### config.mk
export PLATFORM = sky130hd
export DESIGN_NAME = sorted_list_engine
export DESIGN_NICKNAME = d
export VERILOG_FILES = /design/src/rtl/sle_pkg.sv /design/src/rtl/sorted_list_engine.sv
export VERILOG_INCLUDE_DIRS = /design/src /design/src/rtl
export SDC_FILE = /design/constraint.sdc
export NUM_CORES = 1
export LEC_CHECK = 0
export BUFFER_PORTS_ARGS = -buffer_cell sky130_fd_sc_hd__buf_4
export CORE_MARGIN = 3
export CORE_UTILIZATION = 35
export CTS_BUF_LIST = sky130_fd_sc_hd__clkbuf_8
export DETAILED_ROUTE_END_ITERATION = 6
export GPL_ROUTABILITY_DRIVEN = 0
export HOLD_SLACK_MARGIN = 0.08
export SYNTH_ARGS = -nofsm -noshare
export SYNTH_HDL_FRONTEND = slang
export SYNTH_SLANG_ARGS = --single-unit
### constraint.sdc
create_clock -name clk -period 4.3 [get_ports clk]
set_input_delay 0 -clock clk [delete_from_list [all_inputs] [get_ports clk]]
set_output_delay 0 -clock clk [all_outputs]
set_load 0.05 [all_outputs]
### src/rtl/sorted_list_engine_assert.svh
// ----------------------------------------------------------------------------
// Sorted list engine assertion macros
// Concurrent assertion wrappers for the sorted list engine. They compile to
// nothing when SYNTHESIS is defined.
// ----------------------------------------------------------------------------
`ifndef SORTED_LIST_ENGINE_ASSERT_SVH
`define SORTED_LIST_ENGINE_ASSERT_SVH

`ifndef SYNTHESIS

// Checked on every rising edge outside reset.
`define SLE_ASSERT(label, prop) \
  label: assert property (@(posedge clk) disable iff (rst) prop) \
    else $error("sorted list engine: assertion failed");

// Checked on every rising edge, reset included.
`define SLE_ASSERT_ALWAYS(label, prop) \
  label: assert property (@(posedge clk) prop) \
    else $error("sorted list engine: assertion failed");

`else

`define SLE_ASSERT(label, prop)
`define SLE_ASSERT_ALWAYS(label, prop)

`endif

`endif

### src/rtl/sle_pkg.sv
// ----------------------------------------------------------------------------
// Sorted list engine package
// Operation codes, result status codes and controller states.
// ----------------------------------------------------------------------------
`timescale 1ns / 1ps

package sle_pkg;

  // Operation codes carried by an input item.
  typedef enum logic [2:0] {
    OP_INSERT    = 3'd0,
    OP_READ_ASC  = 3'd1,
    OP_READ_DESC = 3'd2,
    OP_REMOVE    = 3'd3,
    OP_CLEAR     = 3'd4
  } opcode_t;

  // Status codes carried by a result item.
  typedef enum logic [1:0] {
    ST_OK       = 2'd0,
    ST_EMPTY    = 2'd1,
    ST_FULL     = 2'd2,
    ST_NOTFOUND = 2'd3
  } status_t;

  // Controller states.
  typedef enum logic [2:0] {
    S_IDLE,
    S_INSERT,
    S_READ,
    S_REMOVE,
    S_RESP
  } state_t;

  localparam int unsigned DATA_W    = 32;
  localparam int unsigned REMOVED_W = 6;
  localparam int unsigned REMOVED_MAX = 63;

endpackage

### src/rtl/sorted_list_engine.sv
// ----------------------------------------------------------------------------
// Sorted list engine
// Bounded multiset of signed 32-bit values kept in ascending order in one
// synchronous memory, with insert, ordered read-out, remove-all and clear.
// ----------------------------------------------------------------------------
// The values live in a single memory of CAPACITY words with one write port
// and one registered read port, and the number of stored values is held in
// a register, so nothing needs clearing after reset. One item is worked on
// at a time; a new item is taken only when the controller is idle, while the
// previous result may still wait in the output register. A read in either
// direction issues one memory read per cycle while the output side keeps
// ready high, its first value passing through the memory read register and
// the output register. An insert walks down from the top entry, moving each
// value not smaller than the new one up one place; a remove compacts the
// whole store. Clear and every operation that finds the store empty or full
// go straight to the result, and an unused opcode is dropped without one. A
// waiting result holds the engine until the output side takes it. The single
// read port sets the pace of reads, inserts and removes.
// ----------------------------------------------------------------------------
`timescale 1ns / 1ps

`include "sorted_list_engine_assert.svh"

module sorted_list_engine
  import sle_pkg::*;
#(
  parameter int unsigned CAPACITY = 32
) (
  input  logic                         clk,
  input  logic                         rst,
  input  logic                         in_valid,
  output logic                         in_ready,
  input  logic [2:0]                   opcode,
  input  logic signed [DATA_W-1:0]     value,
  output logic                         out_valid,
  input  logic                         out_ready,
  output logic signed [DATA_W-1:0]     data,
  output logic [REMOVED_W-1:0]         removed_count,
  output logic [1:0]                   status,
  output logic                         last
);

  localparam int unsigned CW = $clog2(CAPACITY + 1);
  localparam int unsigned IW = $clog2(CAPACITY);
  localparam int unsigned GW = (CW > REMOVED_W) ? CW : REMOVED_W;

  // Control registers.
  state_t               state, state_next;
  logic [CW-1:0]        count, count_next;
  logic [CW-1:0]        iss, iss_next;
  logic [CW-1:0]        em, em_next;
  logic                 pend, pend_next;
  logic                 desc, desc_next;

  // Item and response registers.
  logic [IW-1:0]             pend_idx, pend_idx_next;
  logic signed [DATA_W-1:0]  op_value, op_value_next;
  status_t                   resp_status, resp_status_next;
  logic [REMOVED_W-1:0]      resp_removed, resp_removed_next;

  // Memory ports.
  logic signed [DATA_W-1:0]  mem [CAPACITY];
  logic signed [DATA_W-1:0]  rdata;
  logic                      wr_en;
  logic [IW-1:0]             wr_addr;
  logic signed [DATA_W-1:0]  wr_data;
  logic                      rd_en;
  logic [IW-1:0]             rd_addr;

  // Output register loading.
  logic                      can_load;
  logic                      out_load;
  logic signed [DATA_W-1:0]  load_data;
  logic [REMOVED_W-1:0]      load_removed;
  status_t                   load_status;
  logic                      load_last;

  // Removal tally, saturated to the width of the result field.
  logic [CW-1:0]             gone;
  logic [GW-1:0]             gone_wide;
  logic [REMOVED_W-1:0]      gone_sat;
  logic                      ins_done;
  logic [CW-1:0]             desc_idx;

  assign gone      = count - em;
  assign gone_wide = GW'(gone);
  assign gone_sat  = (gone_wide > GW'(REMOVED_MAX)) ? REMOVED_W'(REMOVED_MAX)
                                                    : gone_wide[REMOVED_W-1:0];
  assign desc_idx  = count - 1'b1 - iss;
  assign can_load  = !out_valid || out_ready;
  assign in_ready  = (state == S_IDLE);

  // Next state, memory accesses and result loading.
  always_comb begin
    state_next        = state;
    count_next        = count;
    iss_next          = iss;
    em_next           = em;
    pend_next         = pend;
    desc_next         = desc;
    pend_idx_next     = pend_idx;
    op_value_next     = op_value;
    resp_status_next  = resp_status;
    resp_removed_next = resp_removed;
    wr_en             = 1'b0;
    wr_addr           = '0;
    wr_data           = op_value;
    rd_en             = 1'b0;
    rd_addr           = '0;
    out_load          = 1'b0;
    load_data         = '0;
    load_removed      = '0;
    load_status       = ST_OK;
    load_last         = 1'b1;
    ins_done          = 1'b0;

    unique case (state)
      S_IDLE: begin
        if (in_valid) begin
          op_value_next     = value;
          iss_next          = '0;
          em_next           = '0;
          pend_next         = 1'b0;
          resp_removed_next = '0;
          resp_status_next  = ST_OK;
          unique case (opcode) inside
            OP_INSERT: begin
              if (count == CW'(CAPACITY)) begin
                resp_status_next = ST_FULL;
                state_next       = S_RESP;
              end else begin
                iss_next   = count;
                state_next = S_INSERT;
              end
            end
            OP_READ_ASC, OP_READ_DESC: begin
              if (count == '0) begin
                resp_status_next = ST_EMPTY;
                state_next       = S_RESP;
              end else begin
                desc_next  = (opcode == OP_READ_DESC);
                state_next = S_READ;
              end
            end
            OP_REMOVE: begin
              if (count == '0) begin
                resp_status_next = ST_EMPTY;
                state_next       = S_RESP;
              end else begin
                state_next = S_REMOVE;
              end
            end
            OP_CLEAR: begin
              if (count == '0) begin
                resp_status_next = ST_EMPTY;
              end else begin
                count_next = '0;
              end
              state_next = S_RESP;
            end
            default: begin
              // Unused codes are taken and dropped without a result.
              state_next = S_IDLE;
            end
          endcase
        end
      end

      S_INSERT: begin
        // Walk downwards: a value not smaller than the new one moves up one
        // place; the first smaller one, or the bottom, marks the slot.
        if (pend) begin
          wr_en   = 1'b1;
          wr_addr = IW'(pend_idx + 1'b1);
          if (op_value <= rdata) begin
            wr_data = rdata;
          end else begin
            wr_data  = op_value;
            ins_done = 1'b1;
          end
        end else if (iss == '0) begin
          wr_en    = 1'b1;
          wr_addr  = '0;
          wr_data  = op_value;
          ins_done = 1'b1;
        end
        if (ins_done) begin
          count_next       = count + 1'b1;
          resp_status_next = ST_OK;
          pend_next        = 1'b0;
          state_next       = S_RESP;
        end else if (iss != '0) begin
          rd_en         = 1'b1;
          rd_addr       = IW'(iss - 1'b1);
          iss_next      = iss - 1'b1;
          pend_idx_next = IW'(iss - 1'b1);
          pend_next     = 1'b1;
        end else begin
          pend_next = 1'b0;
        end
      end

      S_READ: begin
        // One read in flight; the next is issued when the output slot frees.
        if (pend && can_load) begin
          out_load  = 1'b1;
          load_data = rdata;
          load_last = (em == count - 1'b1);
          em_next   = em + 1'b1;
          if (load_last) begin
            state_next = S_IDLE;
          end
        end
        if ((iss != count) && (!pend || can_load)) begin
          rd_en     = 1'b1;
          rd_addr   = desc ? desc_idx[IW-1:0] : iss[IW-1:0];
          iss_next  = iss + 1'b1;
          pend_next = 1'b1;
        end else begin
          pend_next = pend && !can_load;
        end
      end

      S_REMOVE: begin
        // Compact the store: every value that differs is written at the
        // keep pointer, which never passes the read pointer.
        if (pend && (rdata != op_value)) begin
          wr_en   = 1'b1;
          wr_addr = em[IW-1:0];
          wr_data = rdata;
          em_next = em + 1'b1;
        end
        if (iss != count) begin
          rd_en     = 1'b1;
          rd_addr   = iss[IW-1:0];
          iss_next  = iss + 1'b1;
          pend_next = 1'b1;
        end else begin
          pend_next = 1'b0;
        end
        if (!pend && (iss == count)) begin
          count_next = em;
          if (gone == '0) begin
            resp_status_next  = ST_NOTFOUND;
            resp_removed_next = '0;
          end else begin
            resp_status_next  = ST_OK;
            resp_removed_next = gone_sat;
          end
          state_next = S_RESP;
        end
      end

      S_RESP: begin
        if (can_load) begin
          out_load     = 1'b1;
          load_status  = resp_status;
          load_removed = resp_removed;
          load_last    = 1'b1;
          state_next   = S_IDLE;
        end
      end

      default: begin
        state_next = S_IDLE;
      end
    endcase
  end

  // Control registers.
  always_ff @(posedge clk) begin
    if (rst) begin
      state     <= S_IDLE;
      count     <= '0;
      iss       <= '0;
      em        <= '0;
      pend      <= 1'b0;
      desc      <= 1'b0;
      out_valid <= 1'b0;
    end else begin
      state <= state_next;
      count <= count_next;
      iss   <= iss_next;
      em    <= em_next;
      pend  <= pend_next;
      desc  <= desc_next;
      if (out_load) begin
        out_valid <= 1'b1;
      end else if (out_ready) begin
        out_valid <= 1'b0;
      end
    end
  end

  // Item, response and output payload registers.
  always_ff @(posedge clk) begin
    pend_idx     <= pend_idx_next;
    op_value     <= op_value_next;
    resp_status  <= resp_status_next;
    resp_removed <= resp_removed_next;
    if (out_load) begin
      data          <= load_data;
      removed_count <= load_removed;
      status        <= load_status;
      last          <= load_last;
    end
  end

  // Value store: one write port, one registered read port.
  always_ff @(posedge clk) begin
    if (wr_en) begin
      mem[wr_addr] <= wr_data;
    end
    if (rd_en) begin
      rdata <= mem[rd_addr];
    end
  end

  // The fill count never passes the capacity.
  `SLE_ASSERT(a_count_bound, count <= CW'(CAPACITY))
  // An insert only runs when there is room for one more value.
  `SLE_ASSERT(a_insert_room, (state == S_INSERT) |-> (count < CW'(CAPACITY)))
  // A read never issues beyond the stored values.
  `SLE_ASSERT(a_read_bound, (state == S_READ) |-> (iss <= count))
  // The keep pointer of a remove stays behind the read pointer.
  `SLE_ASSERT(a_keep_behind, (state == S_REMOVE) |-> (em <= iss))
  // A read ends only by handing over its final value.
  `SLE_ASSERT(a_read_ends_last,
              ((state == S_READ) && (state_next == S_IDLE)) |-> (out_load && load_last))

endmodule

==> results.py, run 1 <==
metrics = {
    "outcome": {
        "status": "finished, violations left",
        "violations": "negative setup slack",
    },
    "placed_design": {
        "hpwl_um": 88040,
        "pre_cts_slack_ns": -0.4624,
        "io_buffers": 81,
        "place_area_um2": 54610,
    },
    "setup_path": {
        "r2r_start": "rdata[22]",
        "cp_max_fo": 7,
        "cp.depth": 15,
        "crit_start": "rdata[22]",
        "worst-r2r-cell-count": 15,
        "crit_buf_inv": 5,
        "rr_endpoint": "rdata[18]",
        "worst_path_most_repeated_cell": "buf_4",
        "cp-endpoint": "rdata[18]",
        "endpoint_kind": "flop",
        "critPathKind": "reg2reg",
        "arrival_ns": 4.92,
        "crit_slowest_cell": "edfxtp_1",
        "rrSetupSlack_ns": -0.02,
        "max_stage_delay_ns": 0.50,
        "start_kind": "flop",
        "critPathTopFamily": "compound AO/OA/AOI/OAI gates",
        "path_cells": "inv_2 -> ha_4 -> nand3_2 -> or3_4 -> or4_4 -> o22a_1 -> buf_4 -> a211o_1 -> a41oi_4 -> buf_6 -> nor2_4 -> buf_12 -> buf_4 -> a2111oi_2 -> a211oi_4",
        "cp.required_ns": 4.90,
    },
    "clock_tree": {
        "clkLatencyLatePin_ns": 0.90,
        "cts_root_buffer": "clkbuf_8",
        "cts_max_path_buffers": 3,
        "numCtsBuffers": 185,
        "htreeDepth": 4,
        "cts.sinks": 1166,
        "cts.reportedPaths.clkPinSlew_ns": 0.07,
        "cts_tree": "done",
    },
    "sta": {
        "max_clock_freq_mhz": 231.3,
        "fin_skew_ns": 0.05283,
        "rsz0062_at_grt": "true",
        "setup_viol": 1,
        "finalHoldViolCount": 0,
        "period_share": 1.006,
        "timing.final.ws_setup_ns": -0.02396,
        "period_needed_ns": 4.324,
        "setup_tns_ns": -0.02396,
        "slew_headroom": 0.4029,
        "slew_viol_final": 0,
        "tightestPinTransition_ns": 0.8888,
    },
    "floorplanning": {
        "die_h_um": 375.1,
        "fp.coreArea_um2": 134500,
        "ioPinCount": 82,
        "die_x_um": 375.1,
        "num_rows": 134,
        "die_area_um2": 140700,
        "start_util": 0.3547,
    },
    "hold_path": {
        "hold_path.class": "in2reg",
    },
    "synth": {
        "post_synth_instance_area_um2": 47690,
        "ys_types": 73,
        "synth_edf_count": 1142,
        "syn_inst": 3058,
        "ys_warn_count": 0,
        "yosysSeqAreaShare": 0.7291,
        "async_reset_ff_frac": 0,
        "synth-seq-cells": 1166,
        "syn-num-nets": 3147,
        "synth_flop_cell": "edfxtp_1",
        "syn_area_per_cell_um2": 15.60,
    },
    "final_layout": {
        "final_common_cell": "edfxtp_1",
        "nFillCells": 11784,
        "drive_gt1_frac": 0.2342,
        "final_cell_mix": "edfxtp_1, mux2i_1, nand2_1, buf_4, clkbuf_8",
        "area_growth_pct": 26.10,
        "fin_nets": 3720,
        "fin_area_um2": 60140,
    },
    "power": {
        "intPower_mw": 18.03,
        "p_comb_frac": 0.075,
        "netSwitchingFraction": 0.2337,
        "power.density_nw_per_um2": 391.3,
        "clock_power_share": 0.381,
        "pwr-share-seq": 0.543,
        "power_leakage_nw": 21.97,
        "vdd_drop_max_mv": 0.2144,
        "power.switching_mw": 5.500,
    },
    "drt": {
        "drtIter0Drc": 3004,
        "viasPerCell": 5.359,
        "drtAntennaViolNets": 0,
        "dr.pass1.iters": 6,
        "finalWirelength_um": 143300,
        "drc": 0,
        "vias": 29740,
        "route.detailed.wl_per_inst_um": 25.82,
    },
    "global_routing": {
        "use_met1": 0.2738,
        "met2_usage": 0.3148,
        "grt_pass1_vias": 28772,
        "grt_usage": 0.1979,
        "top_usage_layer": "met2",
        "grtUsageMet3": 0.04019,
        "grt_pass1_wl_um": 202700,
        "grt_overflow": 0,
        "antenna_found_initial": 4,
        "grt_max_degree": 60,
    },
    "flow_run": {
        "cap_violations": 0,
    },
}
-- through the flow --
stage	total power, mW	hold slack [ns]	utilization	std cells
4_1_cts	23.61	0.08366	0.4394	5497
2_1_floorplan	13.89	0.09887	-	3058
3_5_place_dp	14.62	0.1797	0.4061	5080
3_3_place_gp	14.60	0.1794	0.4061	5080
5_1_grt	24.34	0.1755	0.4472	5549
6_report	23.53	0.2081	0.4473	5550
-- synth_stat cells (3+ instances only) --
cell       instances  area share
nor4_1             4     0.00052
a21oi_1           98       0.010
inv_1             58      0.0046
nor3_1            46      0.0048
and3_1             5     0.00066
nand2b_1          10      0.0013
a31oi_1            4     0.00052
buf_4             11      0.0017
nand4_1            8      0.0010
mux2i_1          539        0.11
nand2_1          322       0.025
xor2_1            19      0.0035
clkbuf_1          88      0.0069
a211oi_1          71       0.011
a32oi_1            3     0.00055
o311ai_0           3     0.00055
or2_2              7     0.00092
buf_1              8     0.00063
nor2b_1            4     0.00052
a2111oi_0         31      0.0057
nand3_1           88      0.0092
o22ai_1           66      0.0087
xnor2_1           16      0.0029
and2_1            11      0.0014
o211a_1            3     0.00063
ha_1              48       0.013
dfxtp_1           24       0.010
mux2_2             4     0.00094
o221ai_1           3     0.00055
o211ai_1           5     0.00079
edfxtp_1        1142        0.72
o21ai_0           47      0.0049
buf_2             67      0.0070
nor2_1            88      0.0069
or3_1              6     0.00079
o2111ai_1         31      0.0057
a21o_1            16      0.0025
a221oi_1           9      0.0017
-- routing by layer --
metal	part of all wire	vias to the layer above
met5	0	-
met4	0.029	0
met3	0.081	253
met2	0.46	1295
met1	0.43	15162
li1	-	13030
-- area by class of cell --
class / count / area [um2] / area share
Antenna cell: 3 / 7.507 / 0.0001248
Clock buffer: 194 / 2670 / 0.04440
Multi-Input combinational cell: 1659 / 12910 / 0.2147
Clock inverter: 141 / 798.3 / 0.01327
Timing Repair Buffer: 561 / 6550 / 0.1089
Sequential cell: 1166 / 34770 / 0.5782
Inverter: 58 / 217.7 / 0.003620
Tap cell: 1768 / 2212 / 0.03678
-- repair_timing --
item                                    4_1_cts  5_1_grt
hold buffers                                 79        0
endpoints found under the setup margin       32       35
resized for setup                            46      111
cloned                                        1        7
setup buffers                                 2       47
hold endpoints to repair                    113        0
pin swaps                                    10       42
-- cells by family (layout without fill, tap and decap cells) --
logic type      after synthesis  count (layout)  share of synthesized area
mux                         543             543                     0.1141
simple gates                612             612                    0.05596
fa+ha+maj                    50              50                    0.01343
buf+inv                     233             954                    0.02099
flops                      1166            1166                     0.7291
xor+xnor                     35              35                   0.006427
other cells                   0               3                          0
compound gates              419             419                    0.06002
-- power by group through the flow --
stage | Clock (mW) | Sequential (mW) | Combinational, mW
2_1_floorplan | 0 | 13.1 | 0.829
3_3_place_gp | 0 | 13.0 | 1.58
3_5_place_dp | 0 | 13.0 | 1.60
5_1_grt | 9.65 | 12.8 | 1.90
4_1_cts | 9.15 | 12.8 | 1.69
6_report | 8.98 | 12.8 | 1.77
-- tightest hold or removal path: cells and delay by family --
family	cells	cell delay, ns
xor+xnor	1	0.15
compound gates	2	0.20
buf+inv	2	0.69
-- how the worst min path moves through the flow --
| stage | to | slack, ns | startpoint | depth (start not counted) |
|---|---|---|---|---|
| final | state[0] | 0.21 | opcode[1] | 5 |
| after global routing | desc | 0.18 | opcode[0] | 5 |
| after CTS | state[0] | 0.08 | opcode[1] | 5 |
| after detailed placement | op_value[14] | 0.18 | value[14] | 1 |
| after global placement | op_value[20] | 0.18 | value[20] | 1 |
| after floorplan | op_value[0] | 0.1 | value[0] | 0 |
-- flip-flops by register name (all words and copies together) (netlist names), 2 cells and up --
| register | cells |
|---|---|
| count | 6 |
| data | 32 |
| em | 6 |
| iss | 6 |
| mem | 1024 |
| op_value | 32 |
| pend_idx | 5 |
| rdata | 32 |
| removed_count | 6 |
| resp_removed | 6 |
| resp_status | 2 |
| state | 3 |
| status | 2 |
No activity file was read; power rests on OpenSTA's default activity.
==> run 2, diff against run 1 <==
==> constraint.sdc (replaced) <==
create_clock -name clk -period 4.55 [get_ports clk]
set_input_delay 0 -clock clk [delete_from_list [all_inputs] [get_ports clk]]
set_output_delay 0 -clock clk [all_outputs]
set_load 0.05 [all_outputs]
==> results.py, run 2 (synthesis results as in run 1) <==
metrics = {
    "setup_path": {
        "arrival_ns": 5.22,
        "cp.required_ns": 5.19,
        "path_cells": "inv_2 -> ha_1 -> nand3_4 -> or3_4 -> or4_4 -> o31ai_4 -> buf_6 -> nor3b_4 -> o41a_1 -> or3_4 -> buf_4 -> buf_12 -> a21oi_4 -> a2111oi_4 -> a211oi_4",
        "worst_path_most_repeated_cell": "or3_4",
        "rrSetupSlack_ns": -0.03,
        "r2r_start": "rdata[21]",
        "start_kind": "flop",
        "rr_endpoint": "rdata[22]",
        "worst-r2r-cell-count": 15,
        "cp_max_fo": 8,
        "endpoint_kind": "flop",
        "max_stage_delay_ns": 0.56,
        "critPathKind": "reg2reg",
        "crit_slowest_cell": "or4_4",
    },
    "drt": {
        "finalWirelength_um": 139700,
        "drtAntennaViolNets": 0,
        "route.detailed.wl_per_inst_um": 25.20,
        "drtIter0Drc": 2872,
        "dr.pass1.iters": 7,
        "viasPerCell": 5.294,
        "vias": 29350,
        "drc": 0,
    },
    "global_routing": {
        "antenna_found_initial": 4,
        "grt_pass1_vias": 29080,
        "grt_max_degree": 43,
        "grt_overflow": 0,
        "grt_usage": 0.1954,
        "grt_pass1_wl_um": 201500,
    },
    "final_layout": {
        "final_common_cell": "edfxtp_1",
        "final_util": 0.4426,
        "nFillCells": 11796,
        "final_cell_mix": "edfxtp_1, mux2i_1, buf_4, nand2_1, clkbuf_8",
        "stdcell_count": 5544,
        "drive_gt1_frac": 0.2331,
        "fin_area_um2": 59520,
        "regMostFlops": "mem",
        "area_growth_pct": 24.79,
        "fin_nets": 3722,
        "largest_reg_flops": 1024,
    },
    "hold_path": {
        "min-delay-start": "out_ready",
        "hold_path.class": "in2reg",
        "worstHoldEndpoint": "state[2]",
        "whs_path_depth": 6,
    },
    "floorplanning": {
        "die_x_um": 375.1,
        "ioPinCount": 82,
        "die_area_um2": 140700,
        "die_h_um": 375.1,
        "fp.coreArea_um2": 134500,
        "num_rows": 134,
        "start_util": 0.3547,
    },
    "placed_design": {
        "io_buffers": 81,
        "placedCellCount": 5091,
        "place_area_um2": 54240,
        "hpwl_um": 86590,
    },
    "sta": {
        "whs_ns": 0.2570,
        "period_needed_ns": 4.577,
        "slew_viol_final": 0,
        "slew_headroom": 0.1711,
        "timing.final.ws_setup_ns": -0.02701,
        "max_clock_freq_mhz": 218.5,
        "rsz0062_at_grt": "true",
        "finalHoldViolCount": 0,
        "fin_skew_ns": 0.07000,
        "tightestPinTransition_ns": 1.243,
        "period_share": 1.006,
        "setup_viol": 1,
    },
    "outcome": {
        "status": "finished, violations left",
        "violations": "negative setup slack",
    },
    "power": {
        "vdd_drop_max_mv": 0.1957,
        "power.density_nw_per_um2": 373.7,
        "fin_total_pwr_mw": 22.24,
        "power_leakage_nw": 21.82,
    },
    "flow_run": {
        "cap_violations": 0,
    },
    "clock_tree": {
        "numCtsBuffers": 185,
        "cts_tree": "done",
        "cts.reportedPaths.clkPinSlew_ns": 0.06,
        "cts.sinks": 1166,
        "cts_root_buffer": "clkbuf_8",
        "clkLatencyLatePin_ns": 0.91,
        "htreeDepth": 4,
        "cts_max_path_buffers": 3,
    },
}
## run 2: changes by cell type in the layout (fill, tap and decap cells not counted), moves of 6 or more
| cell | before | now |
|---|---|---|
| o21ai_1 | 7 | 1 |
| buf_4 | 303 | 356 |
| inv_1 | 113 | 106 |
| a211oi_1 | 52 | 59 |
| a211oi_2 | 19 | 11 |
| clkinv_1 | 49 | 43 |
| buf_12 | 147 | 107 |
## run 2: worst max path at each step
| stage | startpoint | to | slack, ns | depth (start not counted) |
|---|---|---|---|---|
| after global placement | rdata[20] | rdata[22] | -0.71 | 15 |
| after detailed placement | rdata[20] | rdata[22] | -0.73 | 15 |
| final | rdata[21] | rdata[22] | -0.03 | 15 |
| after global routing | rdata[23] | rdata[22] | -0.07 | 16 |
| after CTS | rdata[20] | rdata[22] | -0.002 | 17 |
| after floorplan | op_value[22] | mem[22][0] | -0.03 | 11 |
## run 2: what timing repair did
action,CTS,global route
pin swaps,9,18
gates resized for setup,50,73
gates cloned,0,2
hold buffers,81,0
endpoints found under the hold margin,124,0
endpoints found under the setup margin,31,86
buffers inserted,7,33
## run 2: routing by layer
layer,track usage,vias up,share of wire
li1,-,13039,-
met1,0.2609,14943,0.42
met2,0.3232,1135,0.48
met3,0.03914,233,0.074
met4,0.05718,0,0.026
met5,0,-,0
## run 2: critical path: cells and delay by family (launching register included)
family,cells,cell delay [ns]
buf+inv,4,0.56
simple gates,5,1.51
flops,1,0.47
fa+ha+maj,1,0.32
compound gates,5,1.47
## run 2: per-stage QoR
| stage | setup slack [ns] | TNS (ns) |
|---|---|---|
| after floorplan | -0.03155 | -8.566 |
| after global placement | -0.7093 | -2.712 |
| after detailed placement | -0.7332 | -3.870 |
| after CTS | -0.001581 | -0.001581 |
| after global routing | -0.06814 | -0.5287 |
| final | -0.02701 | -0.02701 |
## run 2: layout make-up
class                      count  area (um2)  area share
antenna                        1       2.502  0.00004205
clock buffer                 190        2615     0.04394
clock inverter               139       873.3     0.01467
inverter                      58       217.7    0.003658
multi-input combinational   1659       12890      0.2165
sequential                  1166       34770      0.5843
tap                         1768        2212     0.03717
timing repair buffer         563        5936     0.09973
## run 2: power by group
part	leakage [nW]	internal (mW)	total [mW]	switching [mW]
clock network	1.97	4.40	8.53	4.13
registers	10.5	12.0	12.1	0.0808
logic	9.33	0.607	1.62	1.01
total	21.8	17.0	22.2	5.22
